===== src/rtl/ppfm_pkg.sv =====
package ppfm_pkg;

	// fixed widths of the register and result fields
	localparam int CFG_W      = 32;
	localparam int CFG_IDX_W  = 2;
	localparam int FREQ_W     = 28;
	localparam int MICROS_W   = 20;

	localparam int DEF_TIME_WIDTH    = 32;
	localparam int DEF_COUNT_WIDTH   = 24;
	localparam int DEF_FRACTION_BITS = 8;

	localparam logic [CFG_W-1:0]  MICROS_PER_SECOND = 32'd1000000;
	localparam logic [FREQ_W-1:0] FREQ_MAX          = '1;

	localparam logic [CFG_W-1:0] RST_SAMPLE_WINDOW = 32'd1000000;
	localparam logic [CFG_W-1:0] RST_MIN_PERIOD    = 32'd100;
	localparam logic [CFG_W-1:0] RST_MAX_PERIOD    = 32'd500000;

	typedef enum logic [CFG_IDX_W-1:0] {
		REG_SAMPLE_WINDOW = 2'd0,
		REG_MIN_PERIOD    = 2'd1,
		REG_MAX_PERIOD    = 2'd2,
		REG_UNUSED        = 2'd3
	} reg_idx_t;

	typedef enum logic [1:0] {
		CMD_EDGE = 2'd0,
		CMD_POLL = 2'd1,
		CMD_READ = 2'd2,
		CMD_NOP  = 2'd3
	} cmd_t;

	typedef struct packed {
		logic start;
		logic clear;
	} ppfm_acc_ctl_t;

	typedef struct packed {
		logic busy;
		logic done;
		logic set_ready;
	} ppfm_acc_stat_t;

endpackage


===== src/rtl/ppfm_divider.sv =====
module ppfm_divider import ppfm_pkg::*; #(
	parameter int DVD_W = 36,
	parameter int DVS_W = 32
) (
	input  logic             clk,
	input  logic             arst_n,
	input  logic             start,
	input  logic [DVD_W-1:0] dividend,
	input  logic [DVS_W-1:0] divisor,
	output logic             busy,
	output logic             done,
	output logic [DVD_W-1:0] quotient
);

	localparam int CNT_W = $clog2(DVD_W);

	logic             busy_q;
	logic             done_q;
	logic [CNT_W-1:0] cnt_q;
	logic [DVD_W-1:0] quo_q;
	logic [DVS_W-1:0] rem_q;
	logic [DVS_W-1:0] dvs_q;

	// one restoring step: bring down the next dividend bit and try a subtract
	logic [DVS_W:0] trial;
	logic [DVS_W:0] diff;

	assign trial = {rem_q, quo_q[DVD_W-1]};
	assign diff  = trial - {1'b0, dvs_q};

	always_ff @(posedge clk or negedge arst_n) begin
		if (!arst_n) begin
			busy_q <= 1'b0;
			done_q <= 1'b0;
			cnt_q  <= '0;
			quo_q  <= '0;
			rem_q  <= '0;
			dvs_q  <= '0;
		end else begin
			done_q <= !start && busy_q && (cnt_q == CNT_W'(DVD_W - 1));
			if (start) begin
				busy_q <= 1'b1;
				cnt_q  <= '0;
				quo_q  <= dividend;
				rem_q  <= '0;
				dvs_q  <= divisor;
			end else if (busy_q) begin
				if (!diff[DVS_W]) begin
					rem_q <= diff[DVS_W-1:0];
					quo_q <= {quo_q[DVD_W-2:0], 1'b1};
				end else begin
					rem_q <= trial[DVS_W-1:0];
					quo_q <= {quo_q[DVD_W-2:0], 1'b0};
				end
				cnt_q <= cnt_q + 1'b1;
				if (cnt_q == CNT_W'(DVD_W - 1))
					busy_q <= 1'b0;
			end
		end
	end

	assign busy     = busy_q;
	assign done     = done_q;
	assign quotient = quo_q;

endmodule


===== src/rtl/ppfm_accum.sv =====
module ppfm_accum import ppfm_pkg::*; #(
	parameter int TIME_WIDTH  = DEF_TIME_WIDTH,
	parameter int COUNT_WIDTH = DEF_COUNT_WIDTH
) (
	input  logic                   clk,
	input  logic                   arst_n,
	input  ppfm_acc_ctl_t          ctl,
	input  logic [TIME_WIDTH-1:0]  timestamp,
	input  logic [CFG_W-1:0]       sample_window,
	input  logic [CFG_W-1:0]       min_period,
	input  logic [CFG_W-1:0]       max_period,
	output ppfm_acc_stat_t         stat,
	output logic [TIME_WIDTH-1:0]  period_sum,
	output logic [COUNT_WIDTH-1:0] period_count
);

	localparam int BIT_W = $clog2(TIME_WIDTH);
	localparam int EXT_W = (TIME_WIDTH > CFG_W) ? TIME_WIDTH : CFG_W;

	logic                   busy_q, done_q, set_ready_q;
	logic [BIT_W-1:0]       bit_q;
	logic [TIME_WIDTH-1:0]  ts_q, last_q, sum_q, cand_q;
	logic [TIME_WIDTH-1:0]  min_q, max_q, win_q;
	logic                   min_hi_q, max_hi_q, win_hi_q;
	logic                   borrow_q, carry_q, gt_min_q, lt_max_q, gt_win_q, win_ones_q;
	logic [COUNT_WIDTH-1:0] count_q;

	logic [EXT_W-1:0] min_ext, max_ext, win_ext;

	assign min_ext = EXT_W'(min_period);
	assign max_ext = EXT_W'(max_period);
	assign win_ext = EXT_W'(sample_window);

	// serial step, lsb first
	logic d, borrow_n, s, carry_n, gt_min_n, lt_max_n, gt_win_n;
	logic last_bit, hit, over;
	logic [TIME_WIDTH-1:0] cand_n;

	always_comb begin
		d        = ts_q[0] ^ last_q[0] ^ borrow_q;
		borrow_n = (~ts_q[0] & last_q[0]) | (~(ts_q[0] ^ last_q[0]) & borrow_q);
		s        = sum_q[0] ^ d ^ carry_q;
		carry_n  = (sum_q[0] & d) | (carry_q & (sum_q[0] ^ d));
		gt_min_n = (d & ~min_q[0]) | (~(d ^ min_q[0]) & gt_min_q);
		lt_max_n = (~d & max_q[0]) | (~(d ^ max_q[0]) & lt_max_q);
		gt_win_n = (s & ~win_q[0]) | (~(s ^ win_q[0]) & gt_win_q);
		cand_n   = {s, cand_q[TIME_WIDTH-1:1]};
		last_bit = (bit_q == BIT_W'(TIME_WIDTH - 1));
		hit      = !min_hi_q && gt_min_n && (max_hi_q || lt_max_n);
		// saturated sum is all ones, above the window unless the window is all ones too
		over     = !win_hi_q && (carry_n ? !(win_ones_q & win_q[0]) : gt_win_n);
	end

	always_ff @(posedge clk or negedge arst_n) begin
		if (!arst_n) begin
			busy_q      <= 1'b0;
			done_q      <= 1'b0;
			set_ready_q <= 1'b0;
			bit_q       <= '0;
			ts_q        <= '0;
			last_q      <= '0;
			sum_q       <= '0;
			cand_q      <= '0;
			min_q       <= '0;
			max_q       <= '0;
			win_q       <= '0;
			min_hi_q    <= 1'b0;
			max_hi_q    <= 1'b0;
			win_hi_q    <= 1'b0;
			borrow_q    <= 1'b0;
			carry_q     <= 1'b0;
			gt_min_q    <= 1'b0;
			lt_max_q    <= 1'b0;
			gt_win_q    <= 1'b0;
			win_ones_q  <= 1'b1;
			count_q     <= '0;
		end else begin
			done_q      <= !ctl.clear && !ctl.start && busy_q && last_bit;
			set_ready_q <= !ctl.clear && !ctl.start && busy_q && last_bit && hit && over;
			if (ctl.clear) begin
				sum_q   <= '0;
				count_q <= '0;
			end else if (ctl.start) begin
				busy_q     <= 1'b1;
				bit_q      <= '0;
				ts_q       <= timestamp;
				min_q      <= min_ext[TIME_WIDTH-1:0];
				max_q      <= max_ext[TIME_WIDTH-1:0];
				win_q      <= win_ext[TIME_WIDTH-1:0];
				min_hi_q   <= |(min_ext >> TIME_WIDTH);
				max_hi_q   <= |(max_ext >> TIME_WIDTH);
				win_hi_q   <= |(win_ext >> TIME_WIDTH);
				borrow_q   <= 1'b0;
				carry_q    <= 1'b0;
				gt_min_q   <= 1'b0;
				lt_max_q   <= 1'b0;
				gt_win_q   <= 1'b0;
				win_ones_q <= 1'b1;
			end else if (busy_q) begin
				bit_q      <= bit_q + 1'b1;
				ts_q       <= {1'b0, ts_q[TIME_WIDTH-1:1]};
				last_q     <= {ts_q[0], last_q[TIME_WIDTH-1:1]};
				min_q      <= {1'b0, min_q[TIME_WIDTH-1:1]};
				max_q      <= {1'b0, max_q[TIME_WIDTH-1:1]};
				win_q      <= {1'b0, win_q[TIME_WIDTH-1:1]};
				cand_q     <= cand_n;
				borrow_q   <= borrow_n;
				carry_q    <= carry_n;
				gt_min_q   <= gt_min_n;
				lt_max_q   <= lt_max_n;
				gt_win_q   <= gt_win_n;
				win_ones_q <= win_ones_q & win_q[0];
				if (last_bit) begin
					busy_q <= 1'b0;
					if (hit) begin
						sum_q <= carry_n ? '1 : cand_n;
						if (count_q != '1)
							count_q <= count_q + 1'b1;
					end else begin
						sum_q <= {sum_q[0], sum_q[TIME_WIDTH-1:1]};
					end
				end else begin
					// rotate so the old sum is back in place after a full pass
					sum_q <= {sum_q[0], sum_q[TIME_WIDTH-1:1]};
				end
			end
		end
	end

	assign stat.busy      = busy_q;
	assign stat.done      = done_q;
	assign stat.set_ready = set_ready_q;
	assign period_sum     = sum_q;
	assign period_count   = count_q;

endmodule


===== src/rtl/pulse_period_frequency_meter_top.sv =====
// edge transaction: a bit-serial subtract/compare/add pass through the accumulator
// poll and reserved transactions, and a read with no periods counted, go straight to ST_FIN
// read: two radix-2 divisions on the one shared divider, average period then frequency
// one transaction at a time; a finished result waits in the output register
// arst_n clears all state; registers return to 1000000 / 100 / 500000
module pulse_period_frequency_meter_top import ppfm_pkg::*; #(
	parameter int TIME_WIDTH    = DEF_TIME_WIDTH,
	parameter int COUNT_WIDTH   = DEF_COUNT_WIDTH,
	parameter int FRACTION_BITS = DEF_FRACTION_BITS
) (
	input  logic                  clk,
	input  logic                  arst_n,
	// configuration write channel
	input  logic                  cfg_valid,
	output logic                  cfg_ready,
	input  logic [CFG_IDX_W-1:0]  cfg_index,
	input  logic [CFG_W-1:0]      cfg_data,
	// input transactions
	input  logic                  in_valid,
	output logic                  in_stall,
	input  logic [1:0]            cmd,
	input  logic [TIME_WIDTH-1:0] timestamp_us,
	// result transactions
	output logic                  out_valid,
	input  logic                  out_stall,
	output logic                  sample_ready,
	output logic [FREQ_W-1:0]     frequency_q8
);

	// dividend of the frequency division: 1e6 scaled by the fraction bits
	localparam int NUM_W = MICROS_W + FRACTION_BITS;
	localparam int DVD_W = (TIME_WIDTH > NUM_W) ? TIME_WIDTH : NUM_W;
	localparam int DVS_W = (TIME_WIDTH > COUNT_WIDTH) ? TIME_WIDTH : COUNT_WIDTH;
	localparam int CMP_W = (DVD_W > FREQ_W) ? DVD_W : FREQ_W;

	typedef enum logic [2:0] {
		ST_IDLE,
		ST_EDGE,
		ST_DIV_AVG,
		ST_DIV_FREQ,
		ST_FIN
	} state_t;

	state_t state_q;

	// configuration registers
	logic [CFG_W-1:0] sample_window_q, min_period_q, max_period_q;

	logic ready_flag_q;
	logic res_ready_q;
	logic [FREQ_W-1:0] res_freq_q;
	logic out_valid_q;
	logic out_ready_q;
	logic [FREQ_W-1:0] out_freq_q;

	logic in_accept;
	cmd_t cmd_in;

	assign cfg_ready = 1'b1;
	assign in_stall  = (state_q != ST_IDLE);
	assign in_accept = in_valid && !in_stall;
	assign cmd_in    = cmd_t'(cmd);

	always_ff @(posedge clk or negedge arst_n) begin
		if (!arst_n) begin
			sample_window_q <= RST_SAMPLE_WINDOW;
			min_period_q    <= RST_MIN_PERIOD;
			max_period_q    <= RST_MAX_PERIOD;
		end else if (cfg_valid && cfg_ready) begin
			unique case (reg_idx_t'(cfg_index))
				REG_SAMPLE_WINDOW: sample_window_q <= cfg_data;
				REG_MIN_PERIOD:    min_period_q    <= cfg_data;
				REG_MAX_PERIOD:    max_period_q    <= cfg_data;
				default: ;
			endcase
		end
	end

	// accumulator: last edge time, period sum and count
	ppfm_acc_ctl_t          acc_ctl;
	ppfm_acc_stat_t         acc_stat;
	logic [TIME_WIDTH-1:0]  period_sum;
	logic [COUNT_WIDTH-1:0] period_count;

	// shared divider: average period first, then the reciprocal
	logic             div_start, div_busy, div_done;
	logic [DVD_W-1:0] div_dividend, div_quotient;
	logic [DVS_W-1:0] div_divisor;
	logic [CMP_W-1:0] freq_ext;

	always_comb begin
		acc_ctl.start = in_accept && (cmd_in == CMD_EDGE);
		acc_ctl.clear = (state_q == ST_DIV_AVG) && div_done;
		div_start     = (in_accept && (cmd_in == CMD_READ) && (period_count != '0))
		                || ((state_q == ST_DIV_AVG) && div_done);
		if (state_q == ST_IDLE) begin
			div_dividend = DVD_W'(period_sum);
			div_divisor  = DVS_W'(period_count);
		end else begin
			div_dividend = DVD_W'(MICROS_PER_SECOND) << FRACTION_BITS;
			// average fits the time width because the count is at least one
			div_divisor  = DVS_W'(div_quotient[TIME_WIDTH-1:0]);
		end
		// a zero average divides to all ones and so saturates here as well
		freq_ext = CMP_W'(div_quotient);
	end

	ppfm_accum #(
		.TIME_WIDTH  (TIME_WIDTH),
		.COUNT_WIDTH (COUNT_WIDTH)
	) u_accum (
		.clk           (clk),
		.arst_n        (arst_n),
		.ctl           (acc_ctl),
		.timestamp     (timestamp_us),
		.sample_window (sample_window_q),
		.min_period    (min_period_q),
		.max_period    (max_period_q),
		.stat          (acc_stat),
		.period_sum    (period_sum),
		.period_count  (period_count)
	);

	ppfm_divider #(
		.DVD_W (DVD_W),
		.DVS_W (DVS_W)
	) u_divider (
		.clk      (clk),
		.arst_n   (arst_n),
		.start    (div_start),
		.dividend (div_dividend),
		.divisor  (div_divisor),
		.busy     (div_busy),
		.done     (div_done),
		.quotient (div_quotient)
	);

	// control sequence and result registers
	always_ff @(posedge clk or negedge arst_n) begin
		if (!arst_n) begin
			state_q      <= ST_IDLE;
			ready_flag_q <= 1'b0;
			res_ready_q  <= 1'b0;
			res_freq_q   <= '0;
			out_valid_q  <= 1'b0;
			out_ready_q  <= 1'b0;
			out_freq_q   <= '0;
		end else begin
			// result taken by the consumer
			if (out_valid_q && !out_stall && state_q != ST_FIN)
				out_valid_q <= 1'b0;

			unique case (state_q)
				ST_IDLE: begin
					if (in_accept) begin
						res_ready_q <= ready_flag_q;
						res_freq_q  <= '0;
						case (cmd_in)
							CMD_EDGE: state_q <= ST_EDGE;
							CMD_POLL: begin
								ready_flag_q <= 1'b0;
								state_q      <= ST_FIN;
							end
							CMD_READ: begin
								// nothing counted: frequency stays zero
								state_q <= (period_count != '0) ? ST_DIV_AVG : ST_FIN;
							end
							default: state_q <= ST_FIN;
						endcase
					end
				end
				ST_EDGE: begin
					if (acc_stat.done) begin
						// edge reports the flag after its own update
						if (acc_stat.set_ready)
							ready_flag_q <= 1'b1;
						res_ready_q <= ready_flag_q | acc_stat.set_ready;
						state_q     <= ST_FIN;
					end
				end
				ST_DIV_AVG: begin
					if (div_done)
						state_q <= ST_DIV_FREQ;
				end
				ST_DIV_FREQ: begin
					if (div_done) begin
						res_freq_q <= (freq_ext > CMP_W'(FREQ_MAX)) ? FREQ_MAX
						              : freq_ext[FREQ_W-1:0];
						state_q    <= ST_FIN;
					end
				end
				ST_FIN: begin
					// hand over once the output register is free or being emptied
					if (!out_valid_q || !out_stall) begin
						out_valid_q <= 1'b1;
						out_ready_q <= res_ready_q;
						out_freq_q  <= res_freq_q;
						state_q     <= ST_IDLE;
					end
				end
				default: state_q <= ST_IDLE;
			endcase
		end
	end

	assign out_valid    = out_valid_q;
	assign sample_ready = out_ready_q;
	assign frequency_q8 = out_freq_q;

	// a new transaction only starts with both serial units at rest
	assert property (@(posedge clk) disable iff (!arst_n)
		in_accept |-> (!acc_stat.busy && !div_busy))
		else $error("transaction accepted while a serial unit is busy");

	// divider results only arrive while a read is in progress
	assert property (@(posedge clk) disable iff (!arst_n)
		div_done |-> (state_q == ST_DIV_AVG || state_q == ST_DIV_FREQ))
		else $error("divider finished outside a read");

	// the ready flag only rises from a finished edge update
	assert property (@(posedge clk) disable iff (!arst_n)
		$rose(ready_flag_q) |-> $past(acc_stat.done && acc_stat.set_ready))
		else $error("ready flag set without an edge update");

	// accumulators are cleared only when the average division of a read with periods counted ends
	assert property (@(posedge clk) disable iff (!arst_n)
		acc_ctl.clear |=> (period_count == '0 && period_sum == '0))
		else $error("accumulators not cleared after read");

endmodule

===== config.mk =====
export PLATFORM = sky130hd
export DESIGN_NAME = pulse_period_frequency_meter_top
export DESIGN_NICKNAME = d
export VERILOG_FILES = /design/src/rtl/ppfm_pkg.sv /design/src/rtl/ppfm_divider.sv /design/src/rtl/ppfm_accum.sv /design/src/rtl/pulse_period_frequency_meter_top.sv
export SDC_FILE = /design/constraint.sdc
export NUM_CORES = 1
export LEC_CHECK = 0
export BUFFER_PORTS_ARGS = -buffer_cell sky130_fd_sc_hd__buf_4
export CAP_MARGIN = 20
export CORE_UTILIZATION = 50
export CTS_CLUSTER_SIZE = 16
export DETAILED_ROUTE_END_ITERATION = 7
export PLACE_DENSITY = 0.76
export SLEW_MARGIN = 20
export SYNTH_ARGS = -nofsm -noshare
export SYNTH_HDL_FRONTEND = slang
export SYNTH_HIERARCHICAL = 1
export SYNTH_SLANG_ARGS = --single-unit

===== constraint.sdc =====
create_clock -name clk -period 3.8 [get_ports clk]
set_input_delay 0 -clock clk [delete_from_list [all_inputs] [get_ports clk]]
set_output_delay 0 -clock clk [all_outputs]
set_load 0.03 [all_outputs]

# After elaboration in Yosys (flattened, before gate mapping)
# Cells that the tools add are included.
[classes]
n_addsub = 4
n_lt_le_gt_ge = 1
eq_ne = 20
muxes = 74
n_bitwise = 34
n_reduce_logical = 49
[op_table]
columns = ["operator", "n"]
rows = [
  ["32-bit 2-to-1 mux", 21],
  ["24-bit 2-to-1 mux", 6],
  ["28-bit 2-to-1 mux", 3],
  ["28-bit case mux with 2 select lines", 1],
  ["33-bit by 32-bit subtractor with 33-bit output", 1],
  ["32-bit by 28-bit greater-than comparator with 1-bit output (second input constant)", 1],
  ["1-bit 2-to-1 mux", 29],
  ["24-bit by 1-bit adder with 24-bit output (second input constant)", 1],
  ["24-bit inequality test (second input constant)", 1],
  ["24-bit nonzero test", 1],
  ["5-bit 2-to-1 mux", 4],
  ["3-bit 2-to-1 mux", 6],
  ["2-bit nonzero test", 8],
  ["1-bit logical AND", 15],
  ["3-bit case mux with 5 select lines", 1],
  ["5-bit AND reduction", 3],
  ["2-bit AND reduction", 6],
  ["1-bit AND", 11],
  ["5-bit by 1-bit adder with 5-bit output (second input constant)", 2],
  ["5-bit == test (second input constant)", 2],
  ["2-bit by 1-bit inequality test with 1-bit output (second input constant)", 5],
  ["1-bit NOT", 10],
  ["3-bit AND reduction", 3],
  ["1-bit logical NOT", 7],
  ["15 further kinds", 34],
]
[word_totals]
register_bits = 524
inputBits = 73
output_inout_bits = 32
word_cells = 216

# Logic depth before layout (Yosys ltp)
[depth]
ltp_word = 12
mapped_depth = 13
mapped_depth_nobuf = 12

# Modules after synthesis
# The synthesis kept the hierarchy.
[by_module_without_submodules]
columns = ["module", "n_inst", "cells_per_inst", "area_per_inst_um2", "seq_area_each_um2"]
rows = [
  ["ppfm_accum", 1, 1214, 11747.5, 6532.5],
  ["pulse_period_frequency_meter_top", 1, 566, 6815.3, 4000.1],
  ["ppfm_divider", 1, 768, 6611.3, 2577.5],
]

# Least setup slack after synthesis
# Ideal clock, no wire load.
[synth_timing]
path_kind = "reg-to-reg"
start = "register u_divider.quo_q[31] (netlist: u_divider/quotient[31])"
end = "register u_divider.rem_q[16]"
setup_ns = 0.096
arrival_time_ns = 2.910
required_time_ns = 3.704
path_slack_ns = 0.794
stages_incl_launch_ff = 14
n_path_buf = 1
period_less_slack_ns = 3.006
path_cell_list = "dfrtp_1 -> inv_1 -> ha_1 -> inv_1 -> fa_1 -> a211oi_2 -> nor3_2 -> a211oi_2 -> a21boi_2 -> a211oi_4 -> xor2_2 -> buf_4 -> nand2_1 -> a311oi_2"
[synth_between]
elab_chain_cells = 4
[synth_lines]
columns = ["item", "line_no", "source"]
rows = [
  ["from (decl)", "ppfm_divider.sv:20", "logic [DVD_W-1:0] quo_q;"],
  ["from (signal assigned)", "ppfm_divider.sv:44", "quo_q <= dividend;"],
  ["from (signal assigned)", "ppfm_divider.sv:50", "quo_q <= {quo_q[DVD_W-2:0], 1'b1};"],
  ["from (signal assigned)", "ppfm_divider.sv:53", "quo_q <= {quo_q[DVD_W-2:0], 1'b0};"],
  ["33-bit by 32-bit subtractor with 33-bit output", "ppfm_divider.sv:29", "assign diff = trial - {1'b0, dvs_q};"],
  ["32-bit 2-to-1 mux", "ppfm_divider.sv:48", "if (!diff[DVS_W]) begin"],
  ["32-bit 2-to-1 mux", "ppfm_divider.sv:47", "end else if (busy_q) begin"],
  ["32-bit 2-to-1 mux", "ppfm_divider.sv:41", "if (start) begin"],
  ["to (signal assigned)", "ppfm_divider.sv:49", "rem_q <= diff[DVS_W-1:0];"],
  ["to (signal assigned)", "ppfm_divider.sv:52", "rem_q <= trial[DVS_W-1:0];"],
  ["to (decl)", "ppfm_divider.sv:21", "logic [DVS_W-1:0] rem_q;"],
]
# Every way passes these cells. The select of a mux whose other input is x is not followed.
# A chain may end at the register's enable or synchronous reset.

# Worst setup path in the final report
[layout_timing]
start = "register u_divider.quo_q[31] (netlist: u_divider/quotient[31])"
end = "register u_divider.rem_q[9]"
# Same word-level chain as after synthesis.

==> impl_metrics.yaml <==
run_status:
  outcome: "finished, final reports clean"
sta:
  finClkSkew_ns: 0.0373
  setup_viol: 0
  final_hold_viol_count: 0
  setup_tns_ns: 0
  drv_slew: 0
  period_share_pct: 93.0
  maxSlewHeadroom_pct: 27.2
  rsz0062_at_grt: "false"
  post-route-min-period_ns: 3.53
  worstMarginPinSlew_ns: 1.09
  fmax_mhz: 283
  holdWs_ns: 0.109
floorplanning:
  num_io_pins: 105
  placementRows: 81
  fp.coreArea_mm2: 0.0493
  die_h_um: 226
  initial_utilization_pct: 51.1
  dieWidth_um: 226
  die_area_mm2: 0.0512
critical_path:
  cp.required_ns: 4.28
  worstSetupStartpointType: "register"
  r2r-start: "u_divider/quotient[31]"
  slowest_stage: "fa_1"
  worstReg2RegEnd: "u_divider/rem_q[9]"
  crit_chain: "inv_1 > ha_1 > inv_1 > fa_1 > a211oi_2 > nor3_2 > a211oi_2 > a21boi_2 > a211oi_4 > buf_4 > xor2_2 > buf_4 > nand2_1 > a311oi_1"
  critPathLaunch: "u_divider/quotient[31]"
  path_class: "reg2reg"
  cp.depth: 14
  worstSetupEndpointType: "register"
  slowest_delay_ns: 0.43
  reg2reg_slack_ns: 0.27
  crit_end: "u_divider/rem_q[9]"
  path_max_fanout: 13
  crit_arrival_ns: 4.02
  crit_buf_inv: 4
  critPathTopFamily: "compound AO/OA/AOI/OAI gates"
  reg2reg_depth: 14
cells_and_area:
  antenna_cells: 0
  syn_to_final_growth_pct: 15.4
  final_nets: 2764
  final_area_mm2: 0.0291
  ff_latch_area_mm2: 0.0131
  drive_gt1_share_pct: 15.4
  nFillCells: 4078
  multi_input_area_mm2: 0.0112
routing:
  post_drt_wl_per_cell_um: 17.8
  vias: 19100
  finalWirelength_um: 59900
  drc: 0
  viasPerCell: 5.70
  detail_route.iter0.violations: 1737
  drt_pass1_iterations: 8
  ant_nets: 0
power_and_ir_drop:
  leakage_nw: 12.8
  powerDensity_mw_per_mm2: 554
  ir_drop_mv: 0.419
grt:
  grt_usage_pct: 23.7
  grt_pass1_wl_um: 97900
  antenna_found_initial: 0
  grt-ovfl-total: 0
  grt_pass1_vias: 19000
  grt_max_degree: 263
hold_path:
  min_path_type: "in2reg"
cts:
  cts-root-buf: "clkbuf_16"
  cts_buffers: 54
  cts.path.max_buffers: 3
  cts_max_level: 2
  post_cts_resized: 0
  clkTransAtPathRegs_ns: 0.06
  clk_latency_ns: 0.63
  cts_tree: "done"
  clock-sinks: 523
synthesis:
  synth.yosys.warnings: 6
  syn_nets: 2661
  synth_area_per_cell_um2: 9.88
  netlist_area_mm2: 0.0252
  synthCells: 2547
placed_design:
  portBuffers: 103
  routabilityCongestion: 0.903
  placed_cell_area_mm2: 0.0265
  hpwl_um: 37900
flow_run:
  maxCapViolCount: 0
[routing by layer]
layer	vias up	track usage, %	part of all wire (%)
met1	9506	31.4	43
met5	-	0	0
met3	101	3.41	4.8
li1	9006	-	-
met2	531	39.9	49
met4	0	8.20	2.9
[placed cells by master (no fill, tap or decap), types with 17 or more instances in the layout]
| cell | instances |
|---|---|
| ha_1 | 38 |
| o21ai_1 | 23 |
| nand2_1 | 586 |
| inv_1 | 58 |
| and2_1 | 37 |
| nor2_1 | 134 |
| dlygate4sd3_1 | 73 |
| nand2b_1 | 17 |
| xnor2_1 | 19 |
| a21oi_1 | 54 |
| mux2i_1 | 159 |
| mux2_2 | 131 |
| o31ai_1 | 51 |
| dfrtp_1 | 504 |
| clkbuf_16 | 54 |
| o21ai_0 | 232 |
| dfstp_2 | 18 |
| buf_4 | 130 |
| nor3_1 | 39 |
| nand3_1 | 23 |
[worst min-delay path by stage]
stage | start | to | slack, ns | cells past startpoint
2_1_floorplan | arst_n | frequency_q8[0] | -0.30 | 0
3_3_place_gp | arst_n | u_divider/dvs_q[21] | 0.03 | 1
3_5_place_dp | arst_n | u_divider/dvs_q[20] | 0.03 | 1
4_1_cts | cfg_index[0] | sample_window_q[10] | 0.09 | 4
5_1_grt | cfg_index[0] | sample_window_q[15] | 0.11 | 4
6_report | cfg_index[1] | sample_window_q[15] | 0.11 | 4
[metrics by stage]
step,total power [mW],util [%],cells,setup WS [ns]
finish,16.1,59.0,3359,0.266
global placement,10.5,53.8,3185,0.461
detailed placement,10.7,53.8,3185,0.311
global route,17.0,59.0,3359,0.0485
floorplan,9.67,-,2547,0.794
CTS,16.2,59.0,3359,0.287
[what timing repair did]
action                    CTS  global route
setup buffers               0             0
hold endpoints to repair  554             0
hold buffers               73             0
[final cells by class]
type / instances / share of cell area (%)
Clock buffer: 80 / 5.37
Multi-Input combinational cell: 1800 / 38.4
Sequential cell: 523 / 45.1
Clock inverter: 21 / 0.935
Timing Repair Buffer: 213 / 6.55
Inverter: 58 / 0.749
Tap cell: 664 / 2.86
[where the power goes]
part           internal [mW]  switching [mW]  total, mW  leakage (nW)
sequential              6.74           0.739       7.48          6.38
combinational           1.31            1.92       3.22          5.49
clock                   3.13            2.26       5.39         0.896
total                   11.2            4.92       16.1          12.8
[tightest hold or removal path, cell delays in order]
cell and delay, ns:
buf_4 0.10, nor3b_4 0.04, buf_4 0.27, mux2_2 0.28
(Power assumes the default switching activity.)
